==> config.mk <==
export PLATFORM = sky130hd
export DESIGN_NAME = nbt_dist
export DESIGN_NICKNAME = d
export VERILOG_FILES = /design/src/sv/nbt_pkg.sv /design/src/sv/nbt_dist.sv
export SDC_FILE = /design/constraint.sdc
export NUM_CORES = 1
export LEC_CHECK = 0
export BUFFER_PORTS_ARGS = -buffer_cell sky130_fd_sc_hd__buf_2
export CAP_MARGIN = 20
export CELL_PAD_IN_SITES_DETAIL_PLACEMENT = 1
export CELL_PAD_IN_SITES_GLOBAL_PLACEMENT = 2
export CORE_MARGIN = 5
export CORE_UTILIZATION = 44
export DETAILED_ROUTE_END_ITERATION = 7
export HOLD_SLACK_MARGIN = 0.05
export MAX_ROUTING_LAYER = met4
export PLACE_DENSITY = 0.93
export SYNTH_ARGS = -nofsm -noshare
export SYNTH_HDL_FRONTEND = slang
export SYNTH_SLANG_ARGS = --single-unit
==> constraint.sdc <==
create_clock -name clk -period 31.1 [get_ports clk]
set_input_delay 6.22 -clock clk [delete_from_list [all_inputs] [get_ports clk]]
set_output_delay 6.22 -clock clk [all_outputs]
set_load 0.02 [all_outputs]
==> src/sv/nbt_pkg.sv <==
// ----------------------------------------------------------------------------
// nbt_pkg
// types and constants of the blob track table
// ----------------------------------------------------------------------------
package nbt_pkg;
    localparam int MAX_TRACKS_DEF = 16;
    localparam logic [15:0] TOL_RESET = 16'd500;
    localparam logic [31:0] TIMEOUT_RESET = 32'd200000;

    localparam logic [2:0] EV_ADDED   = 3'd0;
    localparam logic [2:0] EV_UPDATED = 3'd1;
    localparam logic [2:0] EV_REMOVED = 3'd2;
    localparam logic [2:0] EV_DROPPED = 3'd3;
    localparam logic [2:0] EV_DONE    = 3'd4;

    localparam logic [0:0] REG_TOL     = 1'b0;
    localparam logic [0:0] REG_TIMEOUT = 1'b1;

    typedef struct packed {
        logic signed [15:0] x;
        logic signed [15:0] y;
        logic [15:0]        mass;
        logic [31:0]        ident;
        logic [47:0]        first;
        logic [47:0]        last;
    } track_t;

    typedef struct packed {
        logic [2:0]         event_kind;
        logic [31:0]        track_id;
        logic signed [15:0] out_x;
        logic signed [15:0] out_y;
        logic [15:0]        out_mass;
        logic [47:0]        first_seen;
        logic [47:0]        last_seen;
        logic               last_of_run;
    } result_t;

    // control from the sequencer to every cell
    typedef struct packed {
        logic shift;     // rotate the ring by one place
        logic keep;      // head entry goes to the tail (else dropped)
        logic load;      // overwrite the entry at load_pos with the loaded track
    } cell_ctl_t;
endpackage

==> src/sv/nbt_dist.sv <==
// ----------------------------------------------------------------------------
// nbt_dist
// squared center distance of the head track, registered after the multiply
// ----------------------------------------------------------------------------
module nbt_dist
    import nbt_pkg::*;
(
    input  logic               clk,
    input  logic signed [15:0] ax,
    input  logic signed [15:0] ay,
    input  logic signed [15:0] bx,
    input  logic signed [15:0] by,
    output logic [32:0]        sqd
);
    logic signed [16:0] dx, dy;
    logic [16:0] mx, my;
    logic [33:0] sx_reg, sy_reg;
    assign dx = 17'(ax) - 17'(bx);
    assign dy = 17'(ay) - 17'(by);
    assign mx = dx[16] ? 17'(-dx) : 17'(dx);
    assign my = dy[16] ? 17'(-dy) : 17'(dy);
    always_ff @(posedge clk)
    begin
        sx_reg <= 34'(mx) * 34'(mx);
        sy_reg <= 34'(my) * 34'(my);
    end
    assign sqd = 33'(sx_reg + sy_reg);
endmodule

==> impl_metrics.yaml <==
run_status:
  status: "completed"
placement:
  dp_cells: 3079
  port_buffers: 97
  gp_congestion: 0.896
  dp_hpwl_mm: 47.1
  placed_cell_area_um2: 22200
setup_path:
  slowest_delay_ps: 930
  critPathTopFamily: "adder cells"
  crit_cells: 35
  startpoint_type: "input pin"
  path_max_fanout: 13
  cp.arrival_ps: 16150
  end_kind: "flop"
  path_class: "input pin to flop"
  required_ps: 31330
  crit_top_cell: "fa_1"
  cp_slowest_cell: "xor2_1"
  timing.critical_path.buf_inv: 8
timing:
  finalSetupTns_ps: 0
  setup_viol: 0
  slew_headroom_pct: 22.2
  hold_violations: 0
  min_period_ps: 15930
  rsz0062_at_grt: "false"
  slew_viol_final: 0
  worstMarginPinSlew_ps: 1160
  fin_crit_sh_pct: 51.2
  fmax_mhz: 62.8
finish:
  area_delta_synth_final_pct: 7.83
  seq_area_um2: 1280
  drive_gt1_share_pct: 7.56
  nNetsFinal: 3200
  stdcell_count: 3095
  diodes: 0
  multiInputGateArea_um2: 17300
  nFillCells: 5634
  final_area_um2: 22500
global_route:
  antenna_found_initial: 0
  grt_busiest_layer: "met2"
  grt_max_degree: 19
  grt_pass1_wl_mm: 90.3
  grt_pass1_vias: 18800
  met2_usage_pct: 38.2
  grtUsageMet1_pct: 26.9
  grt_usage_pct: 21.5
  overflow: 0
  use_met3_pct: 2.94
cts:
  clock-sinks: 64
  postCtsHoldBufs: 0
  clk_path_buf_depth: 2
  htree_num_levels: 3
  post_cts_buffers: 0
  cts.repair.resized: 0
  cts_tree: "done"
  clk_pin_slew_ps: 60
  cts_buffers: 9
  root_buffer: "clkbuf_16"
route:
  routed_wl_mm: 53.6
  vias: 16300
  wl_per_cell_um: 17.3
  drt_first_pass_iters: 5
  ant_nets: 0
  vias_per_cell: 5.26
  drtIter0Drc: 684
  remaining_drc_errors: 0
die:
  dieHeight_um: 228
  num_rows: 79
  die-area_um2: 51900
  die_w_um: 228
  start_util_pct: 44.7
  core_um2: 46800
  ios: 98
synth:
  async_flop_share_pct: 0
  syn_area_per_cell_um2: 8.80
  netlist_instances: 2375
  synth_seq_area_share_pct: 6.13
  synth-edff-count: 0
  synth_flop_cell: "dfxtp_1"
  syn_area_um2: 20900
  synthDistinctLibCells: 90
  yosys_warnings: 0
  ys_seq_elements: 64
run:
  maxCapViolCount: 0
hold_path:
  hold_depth: 3
  hp-class: "input pin to flop"
-- metrics by stage --
step,utilization [%],setup WS (ps),hold WS [ps]
after global routing,48.2,14680,6500
after global placement,47.5,15460,6770
final,48.2,15170,6470
after floorplan,-,16820,6480
after detailed placement,47.5,15030,6780
after CTS,48.2,15300,6470
-- path summary, 6_finish.rpt --
kind,end,slack (ps),startpoint
setup / recovery,sy_reg[31],15170,ay[0]
hold / removal,sy_reg[2],6470,ay[1]
-- metal layers --
layer	routed length (um)	share of wire (%)
met1	22900	43
met2	27700	52
met3	2230	4.2
met4	758	1.4
met5	0	0
-- area by class of cell --
type | instances | area share (%)
Inverter | 589 | 9.81
Clock inverter | 7 | 0.528
Sequential cell | 64 | 5.69
Tap cell | 607 | 3.37
Clock buffer | 9 | 1.00
Timing Repair Buffer | 115 | 2.75
Multi-Input combinational cell | 1704 | 76.8
-- cells in the mapped netlist, types with 4 or more instances --
cell type / instances / share of area (%)
inv_1: 575 / 10
fa_1: 386 / 37
ha_1: 266 / 16
nor2_1: 206 / 3.7
nand2_1: 183 / 3.3
xnor2_1: 89 / 3.7
a21oi_1: 86 / 2.1
dfxtp_1: 64 / 6.1
o21ai_0: 47 / 1.1
xor2_1: 44 / 1.8
a21o_1: 33 / 1.2
nor3_1: 32 / 0.77
and2_1: 25 / 0.75
clkbuf_1: 24 / 0.43
nor2b_1: 21 / 0.63
nand2b_1: 20 / 0.60
nand3_1: 19 / 0.46
o21a_1: 19 / 0.68
a211oi_1: 15 / 0.54
and3_1: 15 / 0.45
buf_2: 14 / 0.34
o21bai_1: 12 / 0.43
o31ai_1: 12 / 0.43
o21ai_1: 10 / 0.24
inv_2: 9 / 0.16
nand4_1: 9 / 0.27
or2_2: 8 / 0.24
o31a_1: 7 / 0.29
or3_1: 7 / 0.21
o211ai_1: 6 / 0.22
a2111oi_0: 5 / 0.21
a31oi_1: 5 / 0.15
clkinv_1: 5 / 0.090
a31o_2: 4 / 0.17
o211a_1: 4 / 0.19
xnor2_2: 4 / 0.31
-- tightest hold or removal path, delay by kind of cell --
kind	cells	cell delay [ps]
buffers and inverters	1	90
adder cells (fa/ha/maj)	1	300
AND/OR/NAND/NOR	1	130
-- layout by cell type, fill, tap and decap left out, types with 32 or more instances in the layout --
master,synthesis,layout
fa_1,386,386
a21o_1,33,33
inv_1,575,575
xnor2_1,89,88
a21oi_1,86,86
buf_2,14,97
nor3_1,32,32
o21ai_0,47,47
dfxtp_1,64,64
xor2_1,44,44
nand2_1,183,183
ha_1,266,266
nor2_1,206,206
-- logic make-up after synthesis --
group	synth area share, %
compound gates	10.0
xor+xnor	6.12
fa+ha+maj	52.9
buf+inv	11.5
flops	6.13
mux	0.263
other cells	0.0359
simple gates	13.0
Power is not shown: default switching activity piles up to over one toggle a cycle in this logic, so the estimate is an artifact.
