[src/sv/nbt_pkg.sv]
// ----------------------------------------------------------------------------
// nbt_pkg
// types and constants of the blob track table
// ----------------------------------------------------------------------------
package nbt_pkg;
    localparam int MAX_TRACKS_DEF = 16;
    localparam logic [15:0] TOL_RESET = 16'd500;
    localparam logic [31:0] TIMEOUT_RESET = 32'd200000;

    localparam logic [2:0] EV_ADDED   = 3'd0;
    localparam logic [2:0] EV_UPDATED = 3'd1;
    localparam logic [2:0] EV_REMOVED = 3'd2;
    localparam logic [2:0] EV_DROPPED = 3'd3;
    localparam logic [2:0] EV_DONE    = 3'd4;

    localparam logic [0:0] REG_TOL     = 1'b0;
    localparam logic [0:0] REG_TIMEOUT = 1'b1;

    typedef struct packed {
        logic signed [15:0] x;
        logic signed [15:0] y;
        logic [15:0]        mass;
        logic [31:0]        ident;
        logic [47:0]        first;
        logic [47:0]        last;
    } track_t;

    typedef struct packed {
        logic [2:0]         event_kind;
        logic [31:0]        track_id;
        logic signed [15:0] out_x;
        logic signed [15:0] out_y;
        logic [15:0]        out_mass;
        logic [47:0]        first_seen;
        logic [47:0]        last_seen;
        logic               last_of_run;
    } result_t;

    // control from the sequencer to every cell
    typedef struct packed {
        logic shift;     // rotate the ring by one place
        logic keep;      // head entry goes to the tail (else dropped)
        logic load;      // overwrite the entry at load_pos with the loaded track
    } cell_ctl_t;
endpackage

[src/sv/nbt_cell.sv]
// ----------------------------------------------------------------------------
// nbt_cell
// one table slot; the first len slots form a ring that rotates one place
// per step, the last slot of the ring takes the head or holds
// ----------------------------------------------------------------------------
module nbt_cell
    import nbt_pkg::*;
#(
    parameter int IDX = 0,
    parameter int CW  = 5
)
(
    input  logic          clk,
    input  cell_ctl_t     ctl,
    input  logic [CW-1:0] len,
    input  logic [CW-1:0] load_pos,
    input  track_t        head,
    input  track_t        nxt,
    input  track_t        load_trk,
    output track_t        trk
);
    track_t trk_reg;
    logic   in_ring;
    logic   at_tail;

    assign in_ring = (CW'(IDX) < len);
    assign at_tail = (CW'(IDX + 1) == len);

    always_ff @(posedge clk)
    begin
        if (ctl.load && load_pos == CW'(IDX))
            trk_reg <= load_trk;
        else if (ctl.shift && in_ring)
        begin
            if (!at_tail)
                trk_reg <= nxt;
            else if (ctl.keep)
                trk_reg <= head;
        end
    end

    assign trk = trk_reg;
endmodule

[config.mk]
export PLATFORM = sky130hd
export DESIGN_NAME = nbt_cell
export DESIGN_NICKNAME = d
export VERILOG_FILES = /design/src/sv/nbt_pkg.sv /design/src/sv/nbt_cell.sv
export SDC_FILE = /design/constraint.sdc
export NUM_CORES = 1
export LEC_CHECK = 0
export BUFFER_PORTS_ARGS = -buffer_cell sky130_fd_sc_hd__clkbuf_2
export CORE_AREA = 2 2 280 282
export DETAILED_ROUTE_END_ITERATION = 8
export DIE_AREA = 0 0 282 284
export GPL_TIMING_DRIVEN = 0
export PLACE_DENSITY_LB_ADDON = 0.05
export SYNTH_ARGS = -nofsm -noshare
export SYNTH_HDL_FRONTEND = slang
export SYNTH_SLANG_ARGS = --single-unit
[constraint.sdc]
create_clock -name clk -period 31 [get_ports clk]
set_input_delay 3.1 -clock clk [delete_from_list [all_inputs] [get_ports clk]]
set_output_delay 3.1 -clock clk [all_outputs]
set_load 0.01 [all_outputs]
==> flow_summary.toml, run 1 <==
[run]
cap_viol_max_count = 0

[global_routing]
grt_pass1_wl_um = 92600
overflow = 0
grt_start_max_net_pins = 26
antenna_found_initial = 14
grt_pass1_vias = 13100
grt_util_all_layers_pct = 16.2

[timing]
post-route-worst-setup-slack_ns = 25.26
slew_headroom_pct = 13.1
setup_viol = 0
fmax_mhz = 174
maxSlewViolCount = 0
fin_setup_tns_ns = 0
finalHoldViolCount = 0
fin_crit_ns = 5.74
rsz0062_at_grt = "no"
fin_crit_sh_pct = 18.5
worstMarginPinSlew_ns = 1.30

[critical_path]
worst_ep_required_time_ns = 31.29
worst_path_max_delay_cell = "nor4_2"
cp-startpoint = "len[4]"
cp_top_family = "buffers and inverters"
path_buf_inv = 3
worst_setup_path_start_kind = "primary input"
end_kind = "flip-flop"
cp_slowest_stage_delay_ns = 0.96
critPathArrivalTime_ns = 6.02
critPathMostFrequentCell = "clkbuf_1"
worstPathCellList = "clkbuf_2 > nor4_2 > clkbuf_1 > clkbuf_1 > nand3_1 > a31oi_1"
worstSetupPathType = "primary input to flip-flop"
cp_max_fo = 10

[floorplanning]
dieHeight_um = 284
num_io_pins = 718
start_util_pct = 12.6
die_w_um = 282
rows = 102
die_area_sq_um = 80100
fp.coreArea_sq_um = 77000

[final_layout]
largest_reg_flops = 176
fill_cells = 8762
final_nets = 2312
fin_area_sq_um = 15500
final_cells = 2830
drive_gt1_share_pct = 43.2
area_growth_syn_to_layout_pct = 59.1

[pwr]
p_leak_nw = 5.99
p_sw_share_pct = 29.6
seqPwrFrac_pct = 42.6
peakVddDrop_mv = 0.0392
p_int_mw = 0.488
clockPowerShare_pct = 37.7
p_switching_mw = 0.205
pwr-share-comb_pct = 19.7
power-per-cell-area_nw_per_um2 = 44.8

[synthesis]
async_flop_share_pct = 0
yosysTopAreaCell = "edfxtp_1"
yosysWarnings = 0
synthAdderAreaFrac_pct = 0
synthFlopType = "edfxtp_1"
synthSimpleGateAreaFrac_pct = 18.5
synth_common_cells = "o21ai_0 (177), a31oi_1 (176), edfxtp_1 (176), nand3_1 (176), nor3_1 (176)"
postSynthAreaPerCell_sq_um = 9.46
synth_top_area_share_pct = 54.4
ys_types = 15
yosysSeqAreaShare_pct = 54.4
synth_edf_count = 176
synth_top_family_by_area = "compound AO/OA/AOI/OAI gates"
synthCells = 1027
synth_xor_area_share_pct = 0
synthesis.nets = 1569
ys_seq_elements = 176
synth_compound_area_share_pct = 20.5
synthesis.area_sq_um = 9720
yosysMostFrequentCell = "o21ai_0"
synthTopCellsByArea = "edfxtp_1 (54%), a31oi_1 (11%), o21ai_0 (9.1%), nand3_1 (9.1%), nor3_1 (9.1%)"
synthMuxAreaShare_pct = 0

[cts]
clock_sinks = 176
clock-root-buffer = "clkbuf_16"
cts_buffer_depth = 2
cts_max_level = 4
numCtsBuffers = 17
post_cts_resized = 0
postCtsHoldBufs = 0
cts_setup_buffers = 0
path_clk_slew_ns = 0.08
cts_tree = "done"

[routing]
remaining_drc_errors = 0
via_count = 11900
first_pass_iters = 5
drtAntennaViolNets = 0
finalWirelength_um = 66800
drt_iter0_drc = 576
wire_per_inst_um = 23.6
vias_per_cell = 4.21

[run_status]
status = "completed"

[placed_design]
gp_congestion = 0.871
placed_area_sq_um = 14800
dp_hpwl_um = 53900
io_buffers = 716
place_ws_ns = 24.60
dpl.cell_count = 2791

[min_path]
min_path_type = "primary input to flip-flop"
min-delay-start = "load_trk[129]"
[layout by cell type, fill, tap and decap left out]
| cell | n |
|---|---|
| clkbuf_2 | 716 |
| o21ai_0 | 176 |
| nand3_1 | 176 |
| nor3_1 | 176 |
| a31oi_1 | 176 |
| edfxtp_1 | 176 |
| clkbuf_1 | 121 |
| clkbuf_16 | 17 |
| buf_6 | 15 |
| diode_2 | 7 |
| buf_12 | 6 |
| bufinv_16 | 5 |
| inv_6 | 4 |
| clkinv_1 | 3 |
| inv_1 | 2 |
| or4_1 | 2 |
| inv_8 | 2 |
| buf_16 | 2 |
| nand2b_1 | 1 |
| or2_1 | 1 |
| buf_2 | 1 |
| nor4_2 | 1 |
| buf_1 | 1 |
| a21oi_1 | 1 |
| o21ai_4 | 1 |
| clkinv_4 | 1 |
[cell families (layout without fill, tap and decap cells)]
kind of cell           after synthesis  count (layout)
DFF                                176             176
other                                0               7
AOI/OAI and AO/OA                  354             354
buffers and inverters              140             896
and+or+nand+nor                    357             357
[power groups by stage]
stage / Combinational (mW) / Sequential, mW / Clock, mW
after CTS: 0.141 / 0.296 / 0.275
after detailed placement: 0.140 / 0.301 / 0
final: 0.136 / 0.295 / 0.261
after global placement: 0.139 / 0.314 / 0
after global routing: 0.149 / 0.298 / 0.281
after floorplan: 0.0334 / 0.321 / 0
[final timing paths]
path,to,slack [ns],cells past startpoint
max,trk[37],25.26,6
min,trk[129],2.97,3
[per-layer routing]
layer / track usage, % / routed length (um) / up-vias
met5: 0 / 68 / -
li1: - / - / 5537
met3: 6.61 / 6820 / 70
met1: 16.4 / 23500 / 5787
met4: 4.95 / 1430 / 12
met2: 30.0 / 35000 / 503
[final cells by class]
class                   count  area, sq um  share of cell area (%)
flip-flops and latches    176         5290                    34.2
multi-input cells         711         3800                    24.6
repair buffers            724         3760                    24.3
well taps                1040         1300                    8.42
plain buffers             138          632                    4.09
clock buffers              17          425                    2.75
clock inverters            15          228                    1.47
diodes                      7         17.5                   0.113
inverters                   2         7.51                  0.0486
[metrics by stage]
step / utilization (%) / hold WS [ns] / total power, mW
2_1_floorplan: - / 3.36 / 0.354
3_3_place_gp: 19.0 / 3.46 / 0.452
3_5_place_dp: 19.2 / 3.46 / 0.441
4_1_cts: 20.1 / 2.91 / 0.712
5_1_grt: 20.1 / 2.93 / 0.728
6_report: 20.1 / 2.97 / 0.693
(Power assumes the default switching activity.)
==> inputs of run 2 (changes only) <==
CORE_AREA = 2 2 282 284   (was 2 2 280 282)
DIE_AREA = 0 0 284 286   (was 0 0 282 284)
clock period = 5.5 ns   (was 31 ns; I/O delays follow)
==> flow_summary.toml, run 2 (synthesized netlist as in run 1, its figures left out) <==
[cts]
cts_buffer_depth = 2
clock-root-buffer = "clkbuf_16"
post_cts_resized = 0
cts_setup_buffers = 0
numCtsBuffers = 17
cts_tree = "done"
cts_max_level = 4
postCtsHoldBufs = 0
clock_sinks = 176
path_clk_slew_ns = 0.08

[timing]
setup_viol = 0
fmax_mhz = 308
finalHoldViolCount = 0
worstMarginPinSlew_ns = 1.24
fin_setup_tns_ns = 0
maxSlewViolCount = 0
rsz0062_at_grt = "no"
fin_hold_ws_ns = 0.419
fin_crit_sh_pct = 59.1
post-route-worst-setup-slack_ns = 2.25
slew_headroom_pct = 17.1
fin_crit_ns = 3.25

[floorplanning]
die_w_um = 284
die_area_sq_um = 81200
rows = 103
num_io_pins = 718
fp.coreArea_sq_um = 78400
start_util_pct = 12.4
dieHeight_um = 286

[pwr]
peakVddDrop_mv = 0.184
p_leak_nw = 5.95
power-per-cell-area_nw_per_um2 = 243

[run_status]
status = "completed"

[routing]
drtAntennaViolNets = 0
wire_per_inst_um = 24.0
vias_per_cell = 4.23
remaining_drc_errors = 0
first_pass_iters = 5
via_count = 12000
finalWirelength_um = 68200
drt_iter0_drc = 670

[critical_path]
worst_ep_required_time_ns = 5.72
worstSetupPathType = "primary input to flip-flop"
worst_setup_path_start_kind = "primary input"
cp_max_fo = 10
end_kind = "flip-flop"
critPathArrivalTime_ns = 3.47

[global_routing]
overflow = 0
grt_util_all_layers_pct = 16.3
grt_pass1_wl_um = 94400
antenna_found_initial = 14
grt_start_max_net_pins = 26
grt_pass1_vias = 12700

[placed_design]
dpl.cell_count = 2801
gp_congestion = 0.844
dp_hpwl_um = 54900
io_buffers = 716
place_ws_ns = 1.60

[final_layout]
final_nets = 2312
fill_cells = 9027
area_growth_syn_to_layout_pct = 58.4
drive_gt1_share_pct = 43.2
mostFrequentLayoutCell = "clkbuf_2"
largest_reg_flops = 176
final_cells = 2839

[min_path]
min_path_type = "primary input to flip-flop"

[run]
cap_viol_max_count = 0
==> run 2: changes by cell type in the layout (fill, tap and decap cells not counted), moves of 2 or more <==
cell	change
inv_8	-2
clkinvlp_4	+2
clkinv_2	+2
bufinv_16	-3
==> run 2: path summary, 6_finish.rpt <==
kind	start	endpoint	slack, ns	depth (start not counted)
worst max-delay path	len[4]	trk[75]	2.25	6
worst min-delay path	load_trk[39]	trk[39]	0.42	3
==> run 2: layer usage <==
layer  global-route usage (%)  share of wire, %  wire length, um  vias up
met5                        0              0.10               70        -
met4                     5.75               2.9             1950       12
met3                     6.95               9.8             6690       83
met2                     29.2                51            34800      605
met1                     16.9                36            24700     5758
li1                         -                 -                -     5538
==> run 2: metrics by stage <==
step	power [mW]	util, %	cell area, sq um
finish	3.74	19.6	15400
global route	3.92	19.6	15400
CTS	3.84	19.6	15400
detailed placement	2.49	18.9	14800
global placement	2.50	18.7	14600
floorplan	1.96	-	9730
==> run 2: power breakdown <==
| part | switching, mW | internal [mW] | leakage, nW | total [mW] |
|---|---|---|---|---|
| clock | 0.635 | 0.666 | 0.272 | 1.30 |
| combinational | 0.470 | 0.306 | 3.96 | 0.775 |
| sequential | 0.0364 | 1.63 | 1.72 | 1.67 |
| total | 1.14 | 2.60 | 5.95 | 3.74 |
==> run 2: cell type report <==
cell class,count,area [sq um],share of cell area [%]
sequential,176,5290,34.3
multi-input combinational,711,3800,24.7
timing repair buffer,724,3770,24.5
tap,1050,1310,8.54
buffer,138,632,4.11
clock buffer,17,425,2.76
clock inverter,14,140,0.910
antenna,7,17.5,0.114
inverter,2,7.51,0.0488
==> run 2: critical path, stage by stage <==
cell	delay, ns
clkbuf_2	0.09
nor4_2	0.71
clkbuf_1	0.97
clkbuf_1	0.51
nand3_1	0.16
a31oi_1	0.45
==> inputs of run 3 (changes only) <==
ABC_AREA = 1   (was unset)
CORE_AREA = 2 2 276 278   (was 2 2 282 284)
DIE_AREA = 0 0 278 280   (was 0 0 284 286)
clock period = 3.1 ns   (was 5.5 ns; I/O delays follow)
==> flow_summary.toml, run 3 <==
[run_status]
status = "completed"

[pwr]
clockPowerShare_pct = 35.5
seqPwrFrac_pct = 43.8
p_switching_mw = 2.09
power-per-cell-area_nw_per_um2 = 404
p_sw_share_pct = 31.0
peakVddDrop_mv = 0.288
p_int_mw = 4.66
p_leak_nw = 9.47
pwr-share-comb_pct = 20.7

[timing]
maxSlewViolCount = 0
fmax_mhz = 436
worstMarginPinSlew_ns = 0.962
slew_headroom_pct = 35.9
fin_hold_ws_ns = 0.0861
setup_viol = 0
post-route-worst-setup-slack_ns = 0.809
fin_crit_sh_pct = 73.9
fin_crit_ns = 2.29
finalHoldViolCount = 0
rsz0062_at_grt = "no"

[min_path]
min_path_type = "primary input to flip-flop"
hold_depth = 3
min-delay-start = "load_trk[68]"
min_to = "trk[68]"

[routing]
drtAntennaViolNets = 0
via_count = 13000
drt_iter0_drc = 530
first_pass_iters = 5
wire_per_inst_um = 20.0
finalWirelength_um = 65600
remaining_drc_errors = 0
vias_per_cell = 3.96

[floorplanning]
fp.coreArea_sq_um = 75200
die_w_um = 278
num_io_pins = 718
start_util_pct = 14.9
rows = 101
die_area_sq_um = 77800
dieHeight_um = 280

[critical_path]
worst_setup_path_start_kind = "primary input"
end_kind = "flip-flop"
cp_max_fo = 85
worst_ep_required_time_ns = 3.23
worstSetupPathType = "primary input to flip-flop"
critPathArrivalTime_ns = 2.42

[final_layout]
area_growth_syn_to_layout_pct = 48.8
layout_common_cells = "clkbuf_2 (717), nand2_1 (530), inv_1 (354), nand3_1 (177)"
fin_area_sq_um = 16700
largest_reg_flops = 176
final_nets = 2819
drive_gt1_share_pct = 36.7
fill_cells = 8710
mostFrequentLayoutCell = "clkbuf_2"

[cts]
cts_buffer_depth = 2
clock_sinks = 176
clock-root-buffer = "clkbuf_16"
numCtsBuffers = 17
postCtsHoldBufs = 0
post_cts_resized = 0
path_clk_slew_ns = 0.09
cts_tree = "done"
cts_setup_buffers = 0
cts_max_level = 4

[synthesis]
synth_common_cells = "nand2_1 (531), inv_1 (354), nand3_1 (177), edfxtp_1 (176), nand4_1 (176)"
synthAdderAreaFrac_pct = 0
synthSimpleGateAreaFrac_pct = 35.9
synthesis.area_sq_um = 11200
yosysTopAreaCell = "edfxtp_1"
synthCells = 1539
synth_top_family_by_area = "simple AND/OR/NAND/NOR gates"
synthTopCellsByArea = "edfxtp_1 (47%), nand2_1 (18%), inv_1 (12%), nand4_1 (9.8%), nand3_1 (7.9%)"
ys_types = 16
synth_edf_count = 176
synth_xor_area_share_pct = 0
synth_top_area_share_pct = 47.0
postSynthAreaPerCell_sq_um = 7.30
synthFlopType = "edfxtp_1"
synthesis.nets = 2081
async_flop_share_pct = 0
yosysMostFrequentCell = "nand2_1"
synth_compound_area_share_pct = 0
ys_seq_elements = 176
yosysWarnings = 0
synthMuxAreaShare_pct = 0
yosysSeqAreaShare_pct = 47.0

[placed_design]
place_ws_ns = 0.138
gp_congestion = 0.839
io_buffers = 717
dp_hpwl_um = 52400
placed_area_sq_um = 16100

[global_routing]
overflow = 0
grt_start_max_net_pins = 86
grt_pass1_wl_um = 92000
grt_pass1_vias = 13300
antenna_found_initial = 17
grt_util_all_layers_pct = 16.5

[run]
cap_viol_max_count = 0
-- run 3: cell families after synthesis --
group                  after synthesis
AND/OR/NAND/NOR                    893
buffers and inverters              470
flip-flops                         176
-- run 3: layout make-up --
class	count	area [sq um]	area share, %
plain buffers	114	578	3.46
flip-flops and latches	176	5290	31.6
inverters	356	1340	7.99
repair buffers	719	3640	21.8
well taps	978	1220	7.32
clock inverters	13	153	0.913
diodes	6	15.0	0.0898
clock buffers	19	433	2.59
multi-input cells	893	4060	24.2
-- run 3: worst max-delay path by stage --
stage                     start       end  slack [ns]  cells after the start
CTS                      ctl[0]  trk[120]        0.70                      9
global route        load_pos[1]   trk[95]        0.60                      8
floorplan           load_pos[3]    trk[0]        0.56                      5
finish              load_pos[1]  trk[133]        0.81                      8
detailed placement       ctl[0]  trk[106]        0.14                      9
global placement         ctl[0]  trk[114]       -0.99                      7
-- run 3: critical path: stages --
cell	delay, ns
clkbuf_2	0.08
nor2_1	0.12
nand3_2	0.26
buf_2	0.31
buf_2	0.25
nand2_8	0.17
buf_16	0.33
buf_16	0.40
-- run 3: per-layer routing --
metal	track usage [%]	wire [um]
met1	18.2	25300
met4	5.32	1490
met5	0	82
met2	30.1	34600
met3	4.82	4040
-- run 3: power groups by stage --
stage          sequential [mW]  clock (mW)  combinational [mW]
6_report                  2.96        2.39                1.40
2_1_floorplan             3.14           0               0.430
3_3_place_gp              3.03           0                1.43
4_1_cts                   2.96        2.53                1.43
5_1_grt                   2.98        2.58                1.55
3_5_place_dp              3.01           0                1.43
-- run 3: per-stage QoR --
stage	setup TNS [ns]	util, %	power, mW	std cells
detailed placement	0	21.4	4.44	3236
global route	0	22.2	7.11	3274
global placement	-168.71	21.4	4.45	3234
finish	0	22.2	6.75	3274
floorplan	0	-	3.58	1539
CTS	0	22.2	6.92	3268
